`config.mk`:
```
export PLATFORM = sky130hd
export DESIGN_NAME = life_cell_stencil_update_unit
export DESIGN_NICKNAME = d
export VERILOG_FILES = /design/src/rtl/lcsu_pkg.sv /design/src/rtl/lcsu_front.sv /design/src/rtl/lcsu_seq.sv /design/src/rtl/life_cell_stencil_update_unit.sv
export SDC_FILE = /design/constraint.sdc
export NUM_CORES = 1
export LEC_CHECK = 0
export BUFFER_PORTS_ARGS = -buffer_cell sky130_fd_sc_hd__buf_2
export CAP_MARGIN = 10
export CELL_PAD_IN_SITES_DETAIL_PLACEMENT = 0
export CELL_PAD_IN_SITES_GLOBAL_PLACEMENT = 1
export CORE_ASPECT_RATIO = 0.7
export CORE_MARGIN = 2
export CORE_UTILIZATION = 47
export CTS_CLUSTER_DIAMETER = 40
export CTS_CLUSTER_SIZE = 25
export DETAILED_ROUTE_END_ITERATION = 8
export PLACE_DENSITY_LB_ADDON = 0.1
export SKIP_LAST_GASP = 1
export SLEW_MARGIN = 30
export SYNTH_ARGS = -nofsm -noshare
export SYNTH_HDL_FRONTEND = slang
export SYNTH_SLANG_ARGS = --single-unit
```
`constraint.sdc`:
```
create_clock -name clk -period 12.3 [get_ports clk]
set_input_delay 0.615 -clock clk [delete_from_list [all_inputs] [get_ports clk]]
set_output_delay 0.615 -clock clk [all_outputs]
set_load 0.03 [all_outputs]
```
`src/rtl/lcsu_pkg.sv`:
```
// Shared constants, types and the B3/S23 cell rule for the life stencil unit.
// No dependencies; every other file imports this package.
package lcsu_pkg;

    localparam int MAX_WIDTH  = 32;
    localparam int MAX_HEIGHT = 1024;

    localparam int COL_W      = 5;
    localparam int ROW_W      = 10;
    localparam int WREG_W     = 6;
    localparam int HREG_W     = 11;
    localparam int CFG_DATA_W = 11;
    localparam int CFG_IDX_W  = 1;
    localparam int MASK_W     = MAX_WIDTH + 1;
    localparam int EXT_W      = MAX_WIDTH + 2;
    localparam int CNT_W      = 4;

    localparam logic [CFG_IDX_W-1:0] REG_GRID_WIDTH  = 1'b0;
    localparam logic [CFG_IDX_W-1:0] REG_GRID_HEIGHT = 1'b1;

    localparam logic [WREG_W-1:0] GRID_WIDTH_RST  = 6'd32;
    localparam logic [HREG_W-1:0] GRID_HEIGHT_RST = 11'd32;

    localparam logic [CNT_W-1:0] LIFE_BORN = 4'd3;
    localparam logic [CNT_W-1:0] LIFE_KEEP = 4'd2;

    typedef logic [MAX_WIDTH-1:0] row_t;

    typedef struct packed {
        logic              run;
        logic              burst;
        logic              more;
        row_t              up;
        row_t              mid;
        row_t              down;
        logic [ROW_W-1:0]  row;
        logic [COL_W-1:0]  col;
        logic [COL_W-1:0]  col_end;
    } job_t;

    function automatic logic life_rule(input row_t up, input row_t mid,
                                       input row_t down, input logic [COL_W-1:0] x);
        logic [EXT_W-1:0] eu;
        logic [EXT_W-1:0] em;
        logic [EXT_W-1:0] ed;
        logic [2:0]       wu;
        logic [2:0]       wm;
        logic [2:0]       wd;
        logic [CNT_W-1:0] n;
        eu = {1'b0, up, 1'b0};
        em = {1'b0, mid, 1'b0};
        ed = {1'b0, down, 1'b0};
        wu = eu[x +: 3];
        wm = em[x +: 3];
        wd = ed[x +: 3];
        n  = CNT_W'(wu[0]) + CNT_W'(wu[1]) + CNT_W'(wu[2])
           + CNT_W'(wd[0]) + CNT_W'(wd[1]) + CNT_W'(wd[2])
           + CNT_W'(wm[0]) + CNT_W'(wm[2]);
        if (n == LIFE_BORN)
        begin
            return 1'b1;
        end
        if (n == LIFE_KEEP)
        begin
            return wm[1];
        end
        return 1'b0;
    endfunction

endpackage

```
`src/rtl/lcsu_front.sv`:
```
// Front end: size registers, window row stores, raster position and job setup.
// Depends on lcsu_pkg.
module lcsu_front (
    input  logic                           clk,
    input  logic                           rst_n,
    input  logic                           cfg_wr_en,
    input  logic [lcsu_pkg::CFG_IDX_W-1:0]  cfg_index,
    input  logic [lcsu_pkg::CFG_DATA_W-1:0] cfg_wdata,
    input  logic                           take,
    input  logic                           cell_alive,
    output lcsu_pkg::job_t                 job,
    output lcsu_pkg::row_t                 wmask
);
    import lcsu_pkg::*;

    logic [WREG_W-1:0] grid_width_reg;
    logic [HREG_W-1:0] grid_height_reg;
    row_t              row0_reg;
    row_t              row1_reg;
    row_t              row2_reg;
    row_t              row0_next;
    row_t              row1_next;
    row_t              row2_next;
    logic [COL_W-1:0]  col_count_reg;
    logic [COL_W-1:0]  col_count_next;
    logic [ROW_W-1:0]  row_count_reg;
    logic [ROW_W-1:0]  row_count_next;

    logic [WREG_W-1:0] w_eff;
    logic [HREG_W-1:0] h_eff;
    logic [COL_W-1:0]  c_lim;
    logic [ROW_W-1:0]  r_lim;
    logic [COL_W-1:0]  c;
    logic [ROW_W-1:0]  r;
    logic [MASK_W-1:0] mask_full;
    row_t              row2_new;
    logic              row_end;
    logic              frame_end;
    logic              normal;

    always_comb
    begin
        if (grid_width_reg == '0)
        begin
            w_eff = WREG_W'(1);
        end
        else if (grid_width_reg > WREG_W'(MAX_WIDTH))
        begin
            w_eff = WREG_W'(MAX_WIDTH);
        end
        else
        begin
            w_eff = grid_width_reg;
        end
        if (grid_height_reg == '0)
        begin
            h_eff = HREG_W'(1);
        end
        else if (grid_height_reg > HREG_W'(MAX_HEIGHT))
        begin
            h_eff = HREG_W'(MAX_HEIGHT);
        end
        else
        begin
            h_eff = grid_height_reg;
        end
    end

    assign c_lim     = COL_W'(w_eff - WREG_W'(1));
    assign r_lim     = ROW_W'(h_eff - HREG_W'(1));
    assign c         = (col_count_reg > c_lim) ? c_lim : col_count_reg;
    assign r         = (row_count_reg > r_lim) ? r_lim : row_count_reg;
    assign mask_full = (MASK_W'(1) << w_eff) - MASK_W'(1);
    assign wmask     = mask_full[MAX_WIDTH-1:0];
    assign row_end   = (c == c_lim);
    assign frame_end = row_end && (r == r_lim);
    assign normal    = (r != '0) && ((c != '0) || row_end);

    always_comb
    begin
        row2_new    = row2_reg;
        row2_new[c] = cell_alive;
    end

    // Build the release job for the cell being transferred.
    always_comb
    begin
        job.run   = normal || frame_end;
        job.burst = 1'b0;
        job.more  = 1'b0;
        job.up    = row0_reg;
        job.mid   = row1_reg;
        job.down  = row2_new;
        job.row   = ROW_W'(r - ROW_W'(1));
        job.col   = (c != '0) ? COL_W'(c - COL_W'(1)) : c;
        job.col_end = row_end ? c : COL_W'(c - COL_W'(1));
        if (normal)
        begin
            job.more = frame_end;
        end
        else
        begin
            job.burst   = 1'b1;
            job.up      = row1_reg;
            job.mid     = row2_new;
            job.down    = '0;
            job.row     = r;
            job.col     = '0;
            job.col_end = c;
        end
    end

    // Advance the window and raster position.
    always_comb
    begin
        row0_next      = row0_reg;
        row1_next      = row1_reg;
        row2_next      = row2_reg;
        col_count_next = col_count_reg;
        row_count_next = row_count_reg;
        if (take)
        begin
            if (frame_end)
            begin
                row0_next      = '0;
                row1_next      = '0;
                row2_next      = '0;
                col_count_next = '0;
                row_count_next = '0;
            end
            else if (row_end)
            begin
                row0_next      = row1_reg;
                row1_next      = row2_new;
                row2_next      = '0;
                col_count_next = '0;
                row_count_next = ROW_W'(r + ROW_W'(1));
            end
            else
            begin
                row2_next      = row2_new;
                col_count_next = COL_W'(c + COL_W'(1));
                row_count_next = r;
            end
        end
    end

    always_ff @(posedge clk or negedge rst_n)
    begin
        if (!rst_n)
        begin
            grid_width_reg  <= GRID_WIDTH_RST;
            grid_height_reg <= GRID_HEIGHT_RST;
            row0_reg        <= '0;
            row1_reg        <= '0;
            row2_reg        <= '0;
            col_count_reg   <= '0;
            row_count_reg   <= '0;
        end
        else
        begin
            if (cfg_wr_en)
            begin
                unique case (cfg_index)
                    REG_GRID_WIDTH:  grid_width_reg  <= cfg_wdata[WREG_W-1:0];
                    REG_GRID_HEIGHT: grid_height_reg <= cfg_wdata[HREG_W-1:0];
                    default:         grid_width_reg  <= grid_width_reg;
                endcase
            end
            row0_reg      <= row0_next;
            row1_reg      <= row1_next;
            row2_reg      <= row2_next;
            col_count_reg <= col_count_next;
            row_count_reg <= row_count_next;
        end
    end

endmodule

```
`src/rtl/lcsu_seq.sv`:
```
// Output sequencer: job register, rule evaluation and the result register.
// Depends on lcsu_pkg.
module lcsu_seq (
    input  logic                      clk,
    input  logic                      rst_n,
    input  logic                      load,
    input  lcsu_pkg::job_t            job,
    input  lcsu_pkg::row_t            wmask,
    output logic                      free,
    input  logic                      out_ready,
    output logic                      out_valid,
    output logic [lcsu_pkg::ROW_W-1:0] out_row,
    output logic [lcsu_pkg::COL_W-1:0] out_col,
    output logic                      next_alive,
    output logic                      run_last,
    output logic                      frame_last
);
    import lcsu_pkg::*;

    logic             j_active_reg;
    logic             j_active_next;
    logic             j_burst_reg;
    logic             j_burst_next;
    logic             j_more_reg;
    logic             j_more_next;
    row_t             j_up_reg;
    row_t             j_up_next;
    row_t             j_mid_reg;
    row_t             j_mid_next;
    row_t             j_down_reg;
    row_t             j_down_next;
    logic [ROW_W-1:0] j_row_reg;
    logic [ROW_W-1:0] j_row_next;
    logic [COL_W-1:0] j_col_reg;
    logic [COL_W-1:0] j_col_next;
    logic [COL_W-1:0] j_end_reg;
    logic [COL_W-1:0] j_end_next;

    logic             out_valid_reg;
    logic [ROW_W-1:0] out_row_reg;
    logic [COL_W-1:0] out_col_reg;
    logic             next_alive_reg;
    logic             run_last_reg;
    logic             frame_last_reg;

    logic             emit;
    logic             seg_end;
    logic             j_last;
    logic             alive;

    assign emit    = j_active_reg && (!out_valid_reg || out_ready);
    assign seg_end = (j_col_reg == j_end_reg);
    assign j_last  = seg_end && !j_more_reg;
    assign free    = !j_active_reg || (emit && j_last);
    assign alive   = life_rule(j_up_reg & wmask, j_mid_reg & wmask,
                               j_down_reg & wmask, j_col_reg);

    always_comb
    begin
        j_active_next = j_active_reg;
        j_burst_next  = j_burst_reg;
        j_more_next   = j_more_reg;
        j_up_next     = j_up_reg;
        j_mid_next    = j_mid_reg;
        j_down_next   = j_down_reg;
        j_row_next    = j_row_reg;
        j_col_next    = j_col_reg;
        j_end_next    = j_end_reg;
        if (load)
        begin
            j_active_next = job.run;
            j_burst_next  = job.burst;
            j_more_next   = job.more;
            j_up_next     = job.up;
            j_mid_next    = job.mid;
            j_down_next   = job.down;
            j_row_next    = job.row;
            j_col_next    = job.col;
            j_end_next    = job.col_end;
        end
        else if (emit)
        begin
            if (!seg_end)
            begin
                j_col_next = COL_W'(j_col_reg + COL_W'(1));
            end
            else if (j_more_reg)
            begin
                // Slide the window down one row for the last-row sweep.
                j_burst_next = 1'b1;
                j_more_next  = 1'b0;
                j_up_next    = j_mid_reg;
                j_mid_next   = j_down_reg;
                j_down_next  = '0;
                j_row_next   = ROW_W'(j_row_reg + ROW_W'(1));
                j_col_next   = '0;
            end
            else
            begin
                j_active_next = 1'b0;
            end
        end
    end

    always_ff @(posedge clk or negedge rst_n)
    begin
        if (!rst_n)
        begin
            j_active_reg  <= 1'b0;
            out_valid_reg <= 1'b0;
        end
        else
        begin
            j_active_reg <= j_active_next;
            if (emit)
            begin
                out_valid_reg <= 1'b1;
            end
            else if (out_ready)
            begin
                out_valid_reg <= 1'b0;
            end
        end
    end

    always_ff @(posedge clk)
    begin
        j_burst_reg <= j_burst_next;
        j_more_reg  <= j_more_next;
        j_up_reg    <= j_up_next;
        j_mid_reg   <= j_mid_next;
        j_down_reg  <= j_down_next;
        j_row_reg   <= j_row_next;
        j_col_reg   <= j_col_next;
        j_end_reg   <= j_end_next;
        if (emit)
        begin
            out_row_reg    <= j_row_reg;
            out_col_reg    <= j_col_reg;
            next_alive_reg <= alive;
            run_last_reg   <= j_last;
            frame_last_reg <= j_burst_reg && seg_end;
        end
    end

    assign out_valid  = out_valid_reg;
    assign out_row    = out_row_reg;
    assign out_col    = out_col_reg;
    assign next_alive = next_alive_reg;
    assign run_last   = run_last_reg;
    assign frame_last = frame_last_reg;

endmodule

```
`src/rtl/life_cell_stencil_update_unit.sv`:
```
// Top level of the streaming B3/S23 life stencil unit.
// Depends on lcsu_pkg, lcsu_front and lcsu_seq.
//
// Usage:
//   Cells of one generation enter on the in_valid/in_ready channel in raster
//   order, one bit per transfer. Cells of the next generation leave on the
//   out_valid/out_ready channel in raster order with their row and column.
//   Board size comes from grid_width (index 0) and grid_height (index 1) on
//   the write port; write them only while the unit is idle.
// Flow:
//   A cell transferred in is loaded into the job register, and its first
//   released result reaches the outputs through the result register.
//   Throughput is one cell per cycle inside a row while out_ready is high.
//   A row end releases two results; the last cell of the board releases two
//   plus a full row of results. The output sequencer moves one result per
//   cycle while out_ready is high and frees up as it moves a job's last one.
// Reset: row stores and position clear, width and height return to 32.
// Stall: when out_ready is low the result register holds, the sequencer
//   stops, and in_ready drops once the sequencer has a job waiting.
module life_cell_stencil_update_unit (
    input  logic                           clk,
    input  logic                           rst_n,
    input  logic                           cfg_wr_en,
    input  logic [lcsu_pkg::CFG_IDX_W-1:0]  cfg_index,
    input  logic [lcsu_pkg::CFG_DATA_W-1:0] cfg_wdata,
    input  logic                           in_valid,
    output logic                           in_ready,
    input  logic                           cell_alive,
    output logic                           out_valid,
    input  logic                           out_ready,
    output logic [lcsu_pkg::ROW_W-1:0]      out_row,
    output logic [lcsu_pkg::COL_W-1:0]      out_col,
    output logic                           next_alive,
    output logic                           run_last,
    output logic                           frame_last
);
    import lcsu_pkg::*;

    job_t job;
    row_t wmask;
    logic take;
    logic seq_free;

    assign in_ready = seq_free;
    assign take     = in_valid && seq_free;

    lcsu_front u_front (
        .clk        (clk),
        .rst_n      (rst_n),
        .cfg_wr_en  (cfg_wr_en),
        .cfg_index  (cfg_index),
        .cfg_wdata  (cfg_wdata),
        .take       (take),
        .cell_alive (cell_alive),
        .job        (job),
        .wmask      (wmask)
    );

    lcsu_seq u_seq (
        .clk        (clk),
        .rst_n      (rst_n),
        .load       (take),
        .job        (job),
        .wmask      (wmask),
        .free       (seq_free),
        .out_ready  (out_ready),
        .out_valid  (out_valid),
        .out_row    (out_row),
        .out_col    (out_col),
        .next_alive (next_alive),
        .run_last   (run_last),
        .frame_last (frame_last)
    );

endmodule

```
Yosys cells after proc, flatten, opt, wreduce, memory -nomap -nowiden
Cells that the tools add are included.
{"block": "word_totals", "regBits": 266, "latchBits": 0, "ramBits": 0, "mem_bits_ro": 0, "inputBits": 18, "output_inout_bits": 20, "wordCells": 154, "memories": 0}
{"block": "op_classes", "n_addsub": 16, "mul": 0, "div_mod_pow": 0, "magnitude_cmp": 6, "n_eq_ne": 7, "shifts": 4, "muxes": 64, "n_bitwise": 4, "n_reduce_logical": 31}
{"op": "two-way mux 32 bit", "count": 18}
{"op": "two-way mux 116 bit", "count": 1}
{"op": "indexed part select 34 x 6 -> 3 bit", "count": 3}
{"op": "bitwise AND 32 bit", "count": 3}
{"op": "two-way mux 10 bit", "count": 9}
{"op": "two-way mux 5 bit", "count": 9}
{"op": "bitwise mux 32 bit", "count": 1}
{"op": "left shift 1 x 6 -> 32 bit (first input constant)", "count": 1}
{"op": "subtractor 32 x 2 -> 32 bit (second input constant)", "count": 1}
{"op": "adder 4 x 1 -> 4 bit", "count": 6}
{"op": "two-way mux 1 bit", "count": 23}
{"op": "adder 10 x 1 -> 10 bit (second input constant)", "count": 2}
{"op": "subtractor 10 x 1 -> 10 bit (second input constant)", "count": 2}
{"op": "two-way mux 6 bit", "count": 2}
{"op": "greater-than comparator 11 bit (second input constant)", "count": 1}
{"op": "zero test 11 bit", "count": 1}
{"op": "adder 5 x 1 -> 5 bit (second input constant)", "count": 2}
{"op": "equality test 10 bit", "count": 1}
{"op": "equality test 5 bit", "count": 2}
{"op": "greater-than comparator 10 bit", "count": 1}
{"op": "AND reduction 2 bit", "count": 5}
{"op": "nonzero test 10 bit", "count": 1}
{"op": "nonzero test 2 bit", "count": 5}
{"op": "subtractor 5 x 1 -> 5 bit (second input constant)", "count": 2}
{"op": "other kinds (16)", "count": 30}

Logic depth before layout (Yosys ltp)
Gate-level depths: netlist of run 1.
{"block": "logic_depth", "depth_word": 19, "mapped_depth": 33, "depth_no_buf": 28}

Modules after synthesis
Synthesis of run 1 repeated with hierarchy kept, for this count alone.
{"block": "unflattened", "cells_unflattened": 1794, "area_unflattened_um2": 17675.7}
{"module": "lcsu_front", "n_inst": 1, "cells_each": 1116, "area_each_um2": 9318.9, "seq_area_each_um2": 3205.6}
{"module": "lcsu_seq", "n_inst": 1, "cells_each": 677, "area_each_um2": 8350.5, "seq_area_each_um2": 4134.0}
{"module": "life_cell_stencil_update_unit", "n_inst": 1, "cells_each": 1, "area_each_um2": 6.3, "seq_area_each_um2": 0.0}

Worst setup path after synthesis of run 1
Ideal clock, no wire load.
{"block": "synth_path", "path_kind": "reg2reg", "from": "reg u_front.grid_width_reg[5]", "to": "reg u_seq.next_alive_reg, in the netlist u_seq.next_alive (data pin)", "setup_ns": 0.169, "arrival_time_ns": 7.037, "t_required_ns": 12.131, "setup_slack_ns": 5.094, "stages_incl_launch_ff": 29, "path_buffers": 6, "period_less_slack_ns": 7.206, "path_cell_list": "dfstp_2 buf_2 buf_1 nor2_1 inv_1 ha_1 clkbuf_1 clkbuf_1 nand3_1 ha_1 clkbuf_1 clkbuf_1 o31ai_1 o31ai_1 a22oi_1 nand3b_1 a31oi_1 a221o_1 o32a_1 ha_1 inv_1 fa_1 fa_1 inv_1 fa_1 inv_1 fa_1 a21o_1 o31ai_1"}
{"block": "synth_between", "elab_chain_cells": 19, "word_cells_on_any_way": 27, "cone_classes": "8 x add/sub; 1 x order compare; 2 x eq/ne; 4 x shift; 8 x mux; 3 x bitwise; 1 x reduce/logical"}
{"element": "from (decl)", "line": "lcsu_front.sv:16", "text": "logic [WREG_W-1:0] grid_width_reg;"}
{"element": "from (signal assigned)", "line": "lcsu_front.sv:165", "text": "REG_GRID_WIDTH: grid_width_reg <= cfg_wdata[WREG_W-1:0];"}
{"element": "from (signal assigned)", "line": "lcsu_front.sv:167", "text": "default: grid_width_reg <= grid_width_reg;"}
{"element": "greater-than comparator 6 bit", "line": "lcsu_front.sv:47", "text": "else if (grid_width_reg > WREG_W'(MAX_WIDTH))"}
{"element": "two-way mux 6 bit", "line": "lcsu_front.sv:47"}
{"element": "two-way mux 6 bit *", "line": "lcsu_front.sv:43", "text": "if (grid_width_reg == '0)"}
{"element": "left shift 1 x 6 -> 32 bit *", "line": "lcsu_front.sv:73", "text": "assign mask_full = (MASK_W'(1) << w_eff) - MASK_W'(1);"}
{"element": "subtractor 32 x 2 -> 32 bit *", "line": "lcsu_front.sv:73"}
{"element": "bitwise AND 32 bit", "line": "lcsu_seq.sv:55", "text": "assign alive = life_rule(j_up_reg & wmask, j_mid_reg & wmask,"}
{"element": "indexed part select 34 x 6 -> 3 bit", "line": "lcsu_pkg.sv:53", "text": "wu = eu[x +: 3];"}
{"element": "adder 1 x 1 -> 2 bit", "line": "lcsu_pkg.sv:56", "text": "n = CNT_W'(wu[0]) + CNT_W'(wu[1]) + CNT_W'(wu[2])"}
{"element": "adder 4 x 1 -> 4 bit", "line": "lcsu_pkg.sv:56"}
{"element": "adder 4 x 1 -> 4 bit (3 in series)", "line": "lcsu_pkg.sv:57", "text": "+ CNT_W'(wd[0]) + CNT_W'(wd[1]) + CNT_W'(wd[2])"}
{"element": "adder 4 x 1 -> 4 bit (2 in series)", "line": "lcsu_pkg.sv:58", "text": "+ CNT_W'(wm[0]) + CNT_W'(wm[2]);"}
{"element": "equality test 4 x 2 -> 1 bit", "line": "lcsu_pkg.sv:63", "text": "if (n == LIFE_KEEP)"}
{"element": "two-way mux 1 bit (2 in series)", "line": "lcsu_pkg.sv:63"}
{"element": "two-way mux 1 bit", "line": "lcsu_pkg.sv:67", "text": "return 1'b0;"}
{"element": "two-way mux 1 bit *", "line": "lcsu_pkg.sv:63"}
{"element": "to (signal assigned)", "line": "lcsu_seq.sv:140", "text": "next_alive_reg <= alive;"}
{"element": "to (decl)", "line": "lcsu_seq.sv:42", "text": "logic next_alive_reg;"}
Mark *: on every way between the ends. The rest lies on a longest branch, timed or not. The select of a mux whose other input is x is not followed.
A chain may end at the register's enable or synchronous reset.

Worst setup path after layout of run 1
{"block": "layout_path", "from": "reg u_front.grid_width_reg[3]", "to": "reg u_seq.next_alive_reg, in the netlist u_seq.next_alive (data pin)"}
The elaborated chain is that of the path after synthesis.

==> results.md, run 1 <==
- Summing all placed instances gives a cell area of 0.0188 mm2.
- Based on the critical path, the design can be clocked at up to 123 MHz.
- Summing all multi-input logic gate instances after layout gives 0.0100 mm2.
- The aggregate global routing overflow is 0.
- For the pin with the worst max-slew slack, the measured transition is 956 ps.
- TritonCTS built the clock tree.
- The final max-slew violation count is 0.
- The type of the worst setup path is flip-flop to flip-flop.
- The clock latency on the worst-skew pair is 540 ps.
- The net count after synthesis is 2,104.
- The detailed router finished its first iteration with 2,494 violations.
- The most used flip-flop cell after synthesis is edfxtp_1.
- Summed over all layers, the routed wires come to 67,600 um.
- Clock skew on the completed layout was measured at 17.5 ps.
- VDD sags by at most 0.353 mV.
- The first-pass iteration count of the detailed router is 7.
- Port buffering added 37 buffers.
- The worst hold path belongs to the class input port to asynchronous set/reset pin.
- The layout overhead on the synthesized area is 9.38%.
- The number of I/O pins is 38.
- The number of gates resized after cts is 0.
- After floorplanning, the core was divided into 60 placement rows.
- The total power consumption of the routed design is 5130 uW.
- The data arrival time of the critical path is 8510 ps.
- The final weighted congestion in routability-driven placement is 0.963.
- The commonest non-fill, non-tap cell in the layout is nand2_1.
- The final count of hold timing violations is 0.
- The sequential area share after synthesis is 40.3%.
- The via count of the first global-routing pass is 15.0k.
- The worst register-to-register path has a depth of 26.
- The maximum count of clock buffers along a single path is 3.
- The endpoint type of the worst setup path is a flip-flop.
- The startpoint type of the worst setup path is a flip-flop.
- The instance count of the mapped netlist is 2,048.
- The static leakage power is 0.00764 uW.
- Of the cells placed in the final design, the portion with a size suffix greater than 1 is 10.8%.
- The mean cell area of the mapped netlist is 8.88 um2.
- Entering global routing, the biggest net connects 93 pins.
- In this run, post-CTS hold repair placed 0 buffers.
- The initial antenna violation count is 0.
- The H-tree generated during clock tree synthesis spans 2 levels.
- The number of buffers created by CTS is 34.
- During synthesis, Yosys emitted a total of 0 warnings.
- The clock edge transition at the registers on the reported setup and hold paths is 70 ps.
- The buffer type at the clock tree root is clkbuf_16.
- Dividing the final minimum period by the clock period gives 66.3%.
- After synthesis, the share of flip-flops with an asynchronous set or reset is 48.9%.
- The detailed placer's ending HPWL is 47,800 um.
- The clock drives 266 sinks.
- The total via count in the routed design is 16.7k.
- The starting density of the core is 47.5%.
- The core footprint is 0.0383 mm2.
- The floorplan step defined a die boundary enclosing 0.0403 mm2.
- The finished cells cover 0.0199 mm2.
- The power density over the cells is 258 mW/mm2.
- The worst register-to-register path has a setup slack of 4140 ps.
- The number of buffers inserted by post-CTS setup repair is 0.
- The critical register-to-register path startpoint is u_front.grid_width_reg[3].
- The average via count per standard cell is 6.59.
- Global routing used 33.5% of the available tracks.
- The worst path in the final design needs a cycle of 8160 ps, including I/O delays and setup.
- Counting the fill cells in the layout gives 3,594.
- In this run the remaining antenna-violating nets after routing total 0.
- The required time reported for the critical path endpoint is 12,650 ps.
- Registers take 0.00734 mm2.
- The final-report setup violation count is 0.
- The max-capacitance violation count is 0.
- The relative max-transition margin is 34.6%.
- The net count of the finished layout is 2,063.
- The post-synthesis sequential element count is 266.
- Of all nets on the critical path, the largest fanout is 37.
- The number of different library cells in the post-synthesis netlist is 106.
- The count of flip-flops with a built-in enable after synthesis is 136.
- The remaining design rule violation count is 0.
- The run finished with clean final reports.
- The destination of the worst register-to-register timing path is u_seq.next_alive.
- Summing every instance area after synthesis gives 0.0182 mm2.
- In the final timing run, aggregate negative setup slack is 0 ps.
- The global-route wire length before repair is 101,000 um.
- The vertical die dimension is 169 um.
- The mean routed wirelength per cell is 26.7 um.
- The top cell types in the final layout, fill and taps aside, are nand2_1, nor2_1, edfxtp_1, dfrtp_1, nand3_1.
- Setup repair after global routing left no endpoint under its margin.
- The die boundary width is 239 um.
==> logic make-up after synthesis <==
family,share of synthesized area [%]
XOR/XNOR,2.53
buffers and inverters,4.94
multiplexers,5.96
AND/OR/NAND/NOR,22.2
AO/OA/AOI/OAI,21.2
flip-flops,40.3
adder cells (fa/ha/maj),2.78
==> critical path: stages, from the launching register on <==
cell	delay [ps]
dfrtp_1	370
buf_4	240
nor4_1	390
nor2_1	80
nor2_1	190
inv_1	150
ha_1	220
buf_4	230
nand3_1	250
ha_1	790
nor3b_1	370
o31ai_1	110
a22oi_1	530
nand3b_1	240
a31oi_1	180
a221o_1	400
o32a_1	300
ha_1	280
inv_1	50
fa_1	530
fa_1	580
inv_1	60
fa_1	450
inv_1	90
fa_1	440
a21o_1	180
o31ai_1	240
==> how the worst max path moves through the flow <==
stage	to	startpoint	slack, ps	cells past startpoint
after floorplan	u_seq.next_alive	u_front.grid_width_reg[5]	5090	28
after detailed placement	u_seq.next_alive	u_front.grid_width_reg[3]	4330	26
after CTS	u_seq.next_alive	u_front.grid_width_reg[3]	4270	26
after global routing	u_seq.next_alive	u_front.grid_width_reg[3]	3590	26
final	u_seq.next_alive	u_front.grid_width_reg[3]	4140	26
after global placement	u_seq.next_alive	u_front.grid_width_reg[3]	4580	26
==> power breakdown <==
group          switching, uW  internal (uW)  total, uW
clock network            416            579        994
registers                110           1070       1180
logic                   1970            985       2960
total                   2500           2630       5130
==> routing by layer <==
metal	global-route usage [%]	vias to the layer above	part of all wire, %	routed length, um
met3	7.97	67	11	7500
met5	0	-	0	0
met2	42.8	824	38	25700
met4	5.16	0	1.2	835
li1	-	7557	-	-
met1	56.1	8228	50	33600
==> cell type report <==
cell class | count | area share, %
inverters | 52 | 1.01
clock inverters | 18 | 0.899
well taps | 496 | 3.12
multi-input cells | 1567 | 50.5
flip-flops and latches | 266 | 36.9
repair buffers | 86 | 2.87
diodes | 1 | 0.0126
clock buffers | 43 | 4.75
==> Yosys cell counts, types with 21 or more instances <==
library cell / number / share of area (%)
nand2_1: 304 / 6.3
nor2_1: 152 / 3.1
edfxtp_1: 136 / 22
dfrtp_1: 128 / 18
clkbuf_1: 126 / 2.6
nand3_1: 100 / 2.8
o21ai_0: 90 / 2.5
o31ai_1: 85 / 3.5
mux2i_1: 79 / 4.3
nor3_1: 57 / 1.6
a21oi_1: 56 / 1.5
and2_1: 49 / 1.7
inv_1: 48 / 0.99
a31oi_1: 36 / 1.2
o21ai_1: 35 / 0.96
ha_1: 34 / 2.3
xnor2_1: 30 / 1.4
nand4_1: 26 / 0.89
o211ai_1: 24 / 0.99
a211oi_1: 21 / 0.87
nor4_1: 21 / 0.72
==> through the flow <==
stage	hold WS (ps)	worst slack, ps	utilization (%)	instances
3_5_place_dp	455	4330	49.0	2467
3_3_place_gp	450	4580	49.0	2467
2_1_floorplan	319	5090	-	2048
6_report	107	4140	52.0	2529
5_1_grt	181	3590	52.0	2528
4_1_cts	155	4270	51.9	2528
No activity file was read; power rests on OpenSTA's default activity.
==> inputs of run 2 (changes only) <==
CORE_UTILIZATION = 45   (was 47)
clock period = 7.1 ns   (was 12.3 ns; I/O delays follow)
==> run 2 against run 1 <==
Against the previous run:
- via count rose by 3.3%
- clock-buffer cell count is the same
- power up 85%
- clock skew is 4.6 ps higher
- die area up 4.4%
- non-clock buffer count is 98 higher
- highest routed layer unchanged
- largest cell class unchanged
- worst setup slack worse by 3700 ps
==> results.md, run 2 (synthesis results as in run 1) <==
- The run finished with clean final reports.
- The gate family responsible for the most delay along the worst path is adder cells.
- The signal on the critical path passes through nor4_2 -> nor2_1 -> nor2_1 -> ha_1 -> nor4_4 -> or3_1 -> a31oi_1 -> nor4_1 -> a31o_2 -> a221oi_1 -> a311oi_1 -> buf_4 -> a211oi_1 -> fa_1 -> fa_1 -> inv_1 -> fa_1 -> inv_1 -> fa_1 -> a21o_1 -> o31ai_1.
- Relative to the synthesized area, the layout overhead comes to 15.8%.
- The fraction of layout cells with a size suffix above 1 is 15.3% (+4.5 points).
- The maximum number of pins on one net before global-route repair was 108 (+16%).
- The count of buffers from port buffering came to 37 (unchanged).
- The post-route clock skew is 22.1 ps (+4.59 ps).
- Setup repair after global routing left no endpoint under its margin.
- The clock latency on the worst-skew pair is 550 ps (about the same).
- The cell row count is 61 (+1.7%).
- The global-route wire length before repair is 105,000 um (+4.3%).
- The power density over the cells is 452 mW/mm2 (+75%).
- The cell type with the highest occurrence count on the critical path is fa_1.
- The end-of-flow core utilization was 53.0% (+0.99 points).
- The transition time at the pin with the least slew margin is 1070 ps (+113 ps).
- The data arrival time of the critical path was 7040 ps (-1470 ps).
- The clock sink count is 266 (unchanged).
- The clock edge transition at the registers on the reported setup and hold paths is 70 ps (about the same).
- The slack of the critical path is 429 ps (-3710 ps).
- The end of the worst hold path is u_front.grid_height_reg[8].
- The final max-slew violation count was 0 (unchanged).
- STA classifies the critical path endpoint as a flip-flop.
- TritonCTS built the clock tree.
- The antenna cell count is 0 (-1).
- The worst setup path is launched from a flip-flop.
- The fraction of the cycle the final worst path needs is 94.0% (+28 points).
- The final count of hold timing violations is 0 (unchanged).
- The required time reported for the critical path endpoint is 7460 ps (-5190 ps).
- The first-pass iteration count of the detailed router is 6 (-1).
- The final-layout fill cell count is 3,689 (+2.6%).
- The delay of the slowest critical-path stage came to 750 ps (-40 ps).
- The aggregate global routing overflow is 0 (unchanged).
- The max-capacitance violation count is 0 (unchanged).
- The core footprint came to 0.0398 mm2 (+3.9%).
- The total wire length is 70,900 um (+4.9%).
- The tree is rooted in a clkbuf_16.
- The average via count per standard cell is 6.45 (-2.2%).
- The count of nets after finishing is 2,164 (+4.9%).
- The all-layer global routing usage came to 33.6% (+0.14 points).
- The relative max-transition margin is 28.5% (-6.2 points).
- The number of routed nets with antenna violations is 0 (unchanged).
- The endpoint identified for the worst register-to-register timing path is u_seq.next_alive.
- The static leakage power came to 0.00827 uW (+8.4%).
- The starting density of the core is 45.8% (-1.8 points).
- The final-report setup violation count came to 0 (unchanged).
- The worst hold path was traced through 2 stages.
- The length in cells of the worst reg-to-reg path was 21 (-19%).
- The startpoint of the tightest hold check path is cfg_wdata[8].
- The violation count after the first detailed-routing iteration is 2,422 (-2.9%).
- The total power consumption of the routed design was 9510 uW (+85%).
- The initial antenna violation count is 2 (+2).
- The worst hold-check path type is input port to flip-flop.
- The internal reg-to-reg setup slack is 430 ps (-3710 ps).
- The total via count in the routed design is 17.2k (+3.3%).
- The die outline area is 0.0421 mm2 (+4.4%).
- The post-placement setup slack was 342 ps (-3990 ps).
- The cell with the largest stage delay on the worst path is a31oi_1.
- The remaining design rule violation count is 0 (unchanged).
- The minimum period implied by the final worst setup slack came to 6670 ps (-1490 ps).
- The critical path is of the flip-flop to flip-flop type.
- The vertical die dimension was 172 um (+2.1%).
- The die boundary width is 244 um (+2.2%).
- The final weighted congestion in routability-driven placement is 0.980 (+1.7%).
- The detailed placer's ending HPWL is 51,600 um (+8.0%).
- Leaving out fill and tap cells, the most frequent cell in the layout is nand2_1.
- The final-layout setup total negative slack is 0 ps (unchanged).
- The via count of the first global-routing pass is 15.7k (+4.5%).
- The worst register-to-register path begins at u_front.grid_width_reg[1].
- In the layout the commonest cells are nand2_1, nor2_1, edfxtp_1, buf_4, dfrtp_1.
- The number of buffers created by CTS was 37 (+8.8%).
- The tightest hold margin is 38.6 ps (-68.5 ps).
- The top fanout value on the critical path was 8 (-78%).
- The maximum level of the CTS H-tree is 2 (unchanged).
- The worst supply voltage drop on vdd is 0.339 mV (-4.1%).
- The maximum count of clock buffers along a single path is 3 (unchanged).
- The number of I/O pins is 38 (unchanged).
- The fmax was 150 MHz (+22%).
- The mean routed wirelength per cell is 26.5 um (-0.68%).
- The number of buffers and inverters on the critical path is 3 (-3).
[run 2: changes by cell type in the layout (fill, tap and decap cells not counted), sizes merged, moves of 2 or more]
cell      change
clkinv        +2
bufinv        +3
inv           +5
clkinvlp      -3
buf          +97
[run 2: metrics by stage]
step	area (um2)	cells
global placement	19700	2601
detailed placement	19700	2601
floorplan	18200	2048
finish	21100	2672
global route	21100	2672
CTS	21000	2670
[run 2: layer usage]
layer  share of wire, %  routed length [um]  up-vias  global-route usage, %
li1                   -                   -     7785                      -
met3                 12                8620       87                   9.89
met2                 37               26000      922                   42.2
met5                  0                   0        -                      0
met4                1.7                1230        0                   6.47
met1                 49               35100     8434                   54.8
[run 2: repair_timing]
item                                   in CTS  in global routing
hold buffers                                1                  0
gates resized for setup                     0                 10
setup buffers                               0                  0
setup endpoints to repair                   0                  1
endpoints found under the hold margin      64                  0
[run 2: worst max-delay path by stage]
stage	from	depth (start not counted)	to	slack (ps)
3_5_place_dp	u_front.grid_width_reg[3]	24	u_seq.next_alive	340
4_1_cts	u_front.grid_width_reg[1]	24	u_seq.next_alive	270
5_1_grt	u_front.grid_width_reg[1]	24	u_seq.next_alive	40
2_1_floorplan	u_front.grid_width_reg[5]	28	u_seq.next_alive	0.4
3_3_place_gp	u_front.grid_width_reg[3]	24	u_seq.next_alive	390
6_report	u_front.grid_width_reg[1]	21	u_seq.next_alive	430
[run 2: cell type report]
cell class / count / area (um2) / area share (%)
tap: 535 / 669 / 3.18
sequential: 266 / 7340 / 34.8
clock buffer: 43 / 990 / 4.70
timing repair buffer: 184 / 1490 / 7.06
multi-input combinational: 1567 / 10100 / 47.8
inverter: 52 / 200 / 0.951
clock inverter: 25 / 314 / 1.49
[run 2: power breakdown]
group	total (uW)	switching, uW	internal [uW]
Sequential	2040	191	1850
Clock	1970	789	1180
Combinational	5500	3530	1970
Total	9510	4510	5000
==> inputs of run 3 (changes only) <==
CORE_UTILIZATION = 47   (was 45)
clock period = 8.2 ns   (was 7.1 ns; I/O delays follow)
==> run 3 against run 2 <==
Against the previous run:
- sequential power fell by 13%
- flip-flop and latch count did not move
- sequential share of layout area rose by 1.3 points
- largest power group unchanged
- power fell by 14%
- global-route usage rose by 0.55 points
- routed wire length fell by 2.7%
- final cell count fell by 4.4%
- worst setup slack improved by 120 ps
- via count fell by 0.84%
- critical path depth rose by 4
==> results.md, run 3 (synthesis results as in run 1) <==
- The flow ran to the end, and the final reports show no timing, DRC or antenna violations.
- The worst supply voltage drop on vdd is 0.330 mV (-2.5%).
- The average via count per standard cell is 6.69 (+3.7%).
- The number of I/O pins came to 38 (unchanged).
- The number of buffers created by CTS was 37 (unchanged).
- The final count of hold timing violations is 0 (unchanged).
- The all-layer global routing usage is 34.2% (+0.55 points).
- The slack of the critical path is 544 ps (+115 ps).
- The vertical die dimension is 169 um (-2.1%).
- The delay of the slowest critical-path stage is 560 ps (-190 ps).
- The power density over the cells is 403 mW/mm2 (-11%).
- The die boundary width was 239 um (-2.1%).
- The total wire length is 69,000 um (-2.7%).
- The maximum number of pins on one net before global-route repair is 108 (unchanged).
- The type of the worst setup path is flip-flop to flip-flop.
- The aggregate global routing overflow is 0 (unchanged).
- The fmax was 131 MHz (-13%).
- The post-placement setup slack is 657 ps (+316 ps).
- The relative max-transition margin is 30.4% (+1.9 points).
- The library cells used most frequently in the layout, excluding fill and tap cells, are nand2_1, nor2_1, edfxtp_1, dfrtp_1, nand3_1.
- The clock latency on the worst-skew pair is 560 ps (about the same).
- The fraction of the cycle the final worst path needs is 93.4% (-0.59 points).
- The max-capacitance violation count is 0 (unchanged).
- Setup repair after global routing left no endpoint under its margin.
- The first-pass iteration count of the detailed router is 6 (unchanged).
- The cell row count is 60 (-1.6%).
- The violation count after the first detailed-routing iteration came to 2,518 (+4.0%).
- The data arrival time of the critical path is 7960 ps (+920 ps).
- The endpoint type of the worst setup path is a flip-flop.
- The post-route clock skew is 20.8 ps (-1.27 ps).
- The startpoint type of the worst setup path is a flip-flop.
- The final weighted congestion in routability-driven placement is 0.999 (+2.0%).
- The top fanout value on the critical path is 10 (+2).
- The required time reported for the critical path endpoint is 8500 ps (+1040 ps).
- The worst hold-check path type is input port to flip-flop.
- The mean routed wirelength per cell is 27.0 um (+1.7%).
- The die outline area is 0.0403 mm2 (-4.2%).
- TritonCTS built the clock tree.
- The number of buffers and inverters on the critical path is 3 (unchanged).
- The clock edge transition at the registers on the reported setup and hold paths came to 60 ps (about the same).
- The largest individual stage delay along the critical path comes from the cell nor2_1.
- The kind of cell with the highest combined delay along the critical path is simple AND/OR/NAND/NOR gates.
- The final-layout fill cell count is 3,573 (-3.1%).
- Compared with the post-synthesis result, the final layout area differs by 11.6%.
- The number of routed nets with antenna violations came to 0 (unchanged).
- The initial antenna violation count was 1 (-1).
- The starting density of the core is 47.5% (+1.8 points).
- The end-of-flow core utilization is 53.0% (+0.057 points).
- The clock sink count is 266 (unchanged).
- The remaining design rule violation count came to 0 (unchanged).
- The minimum period implied by the final worst setup slack was 7660 ps (+985 ps).
- The fraction of layout cells with a size suffix above 1 was 11.9% (-3.4 points).
- The final max-slew violation count came to 0 (unchanged).
- The final-report setup violation count is 0 (unchanged).
- The detailed placer's ending HPWL is 49,800 um (-3.6%).
- The static leakage power is 0.00786 uW (-5.0%).
- The maximum level of the CTS H-tree is 2 (unchanged).
- The total via count in the routed design is 17.1k (-0.84%).
- The maximum count of clock buffers along a single path is 3 (unchanged).
- The transition time at the pin with the least slew margin was 1040 ps (-31.2 ps).
- The antenna cell count is 0 (unchanged).
- The count of nets after finishing is 2,086 (-3.6%).
- The core footprint is 0.0383 mm2 (-3.7%).
- The final-layout setup total negative slack is 0 ps (unchanged).
- The via count of the first global-routing pass is 15.6k (-0.70%).
- The global-route wire length before repair is 103,000 um (-2.0%).
- The buffer type at the clock tree root is clkbuf_16.
- Leaving out fill and tap cells, the most frequent cell in the layout is nand2_1.
- Counting stages on the worst path, the most repeated cell is nor2_1.
- The number of buffers inserted by post-CTS setup repair is 0 (unchanged).
- The count of buffers from port buffering was 37 (unchanged).
[run 3: where the power goes]
group	internal [uW]	leakage (uW)	switching [uW]
Combinational	1620	0.00425	3090
Sequential	1600	0.00297	176
Clock	990	0.000635	702
Total	4210	0.00786	3960
[run 3: repair_timing]
| action | CTS | global route |
|---|---|---|
| setup endpoints to repair | 0 | 3 |
| resized for setup | 0 | 1 |
| endpoints found under the hold margin | 60 | 0 |
| hold buffers | 1 | 0 |
[run 3: routing by layer]
layer / up-vias / routed length [um] / GRT usage, %
li1: 7616 / - / -
met1: 8403 / 33700 / 57.1
met2: 970 / 25100 / 41.3
met3: 95 / 8750 / 9.95
met4: 0 / 1500 / 7.53
met5: - / 0 / 0
[run 3: worst paths after layout]
check	from	slack, ps	to	cells past startpoint
worst max-delay path	u_front.grid_height_reg[4]	540	u_seq.j_row_reg[7]	25
worst min-delay path	cfg_wdata[9]	90	u_front.grid_height_reg[9]	2
worst max register to register	u_front.grid_height_reg[4]	540	u_seq.j_row_reg[7]	25
worst min register to register	u_front.row0_reg[20]	460	u_front.row0_reg[20]	2
max in group asynchronous	rst_n	6670	u_front.row0_reg[24]	3
min in group asynchronous	rst_n	390	u_seq.out_valid	2
[run 3: through the flow]
| step | hold WS (ps) | cell area [um2] | instances | power [uW] |
|---|---|---|---|---|
| 6_report | 88.3 | 20300 | 2555 | 8170 |
| 5_1_grt | 88.8 | 20300 | 2555 | 8590 |
| 4_1_cts | 76.8 | 20300 | 2555 | 8040 |
| 3_5_place_dp | 443 | 19000 | 2486 | 6340 |
| 3_3_place_gp | 434 | 19000 | 2486 | 6320 |
| 2_1_floorplan | 114 | 18200 | 2048 | 4730 |
[run 3: final cells by class]
type / instances / area (um2) / share of cell area, %
Multi-Input combinational cell: 1567 / 10000 / 49.4
Sequential cell: 266 / 7340 / 36.2
Clock buffer: 43 / 990 / 4.88
Timing Repair Buffer: 106 / 820 / 4.04
Tap cell: 496 / 621 / 3.06
Clock inverter: 25 / 294 / 1.45
Inverter: 52 / 200 / 0.986
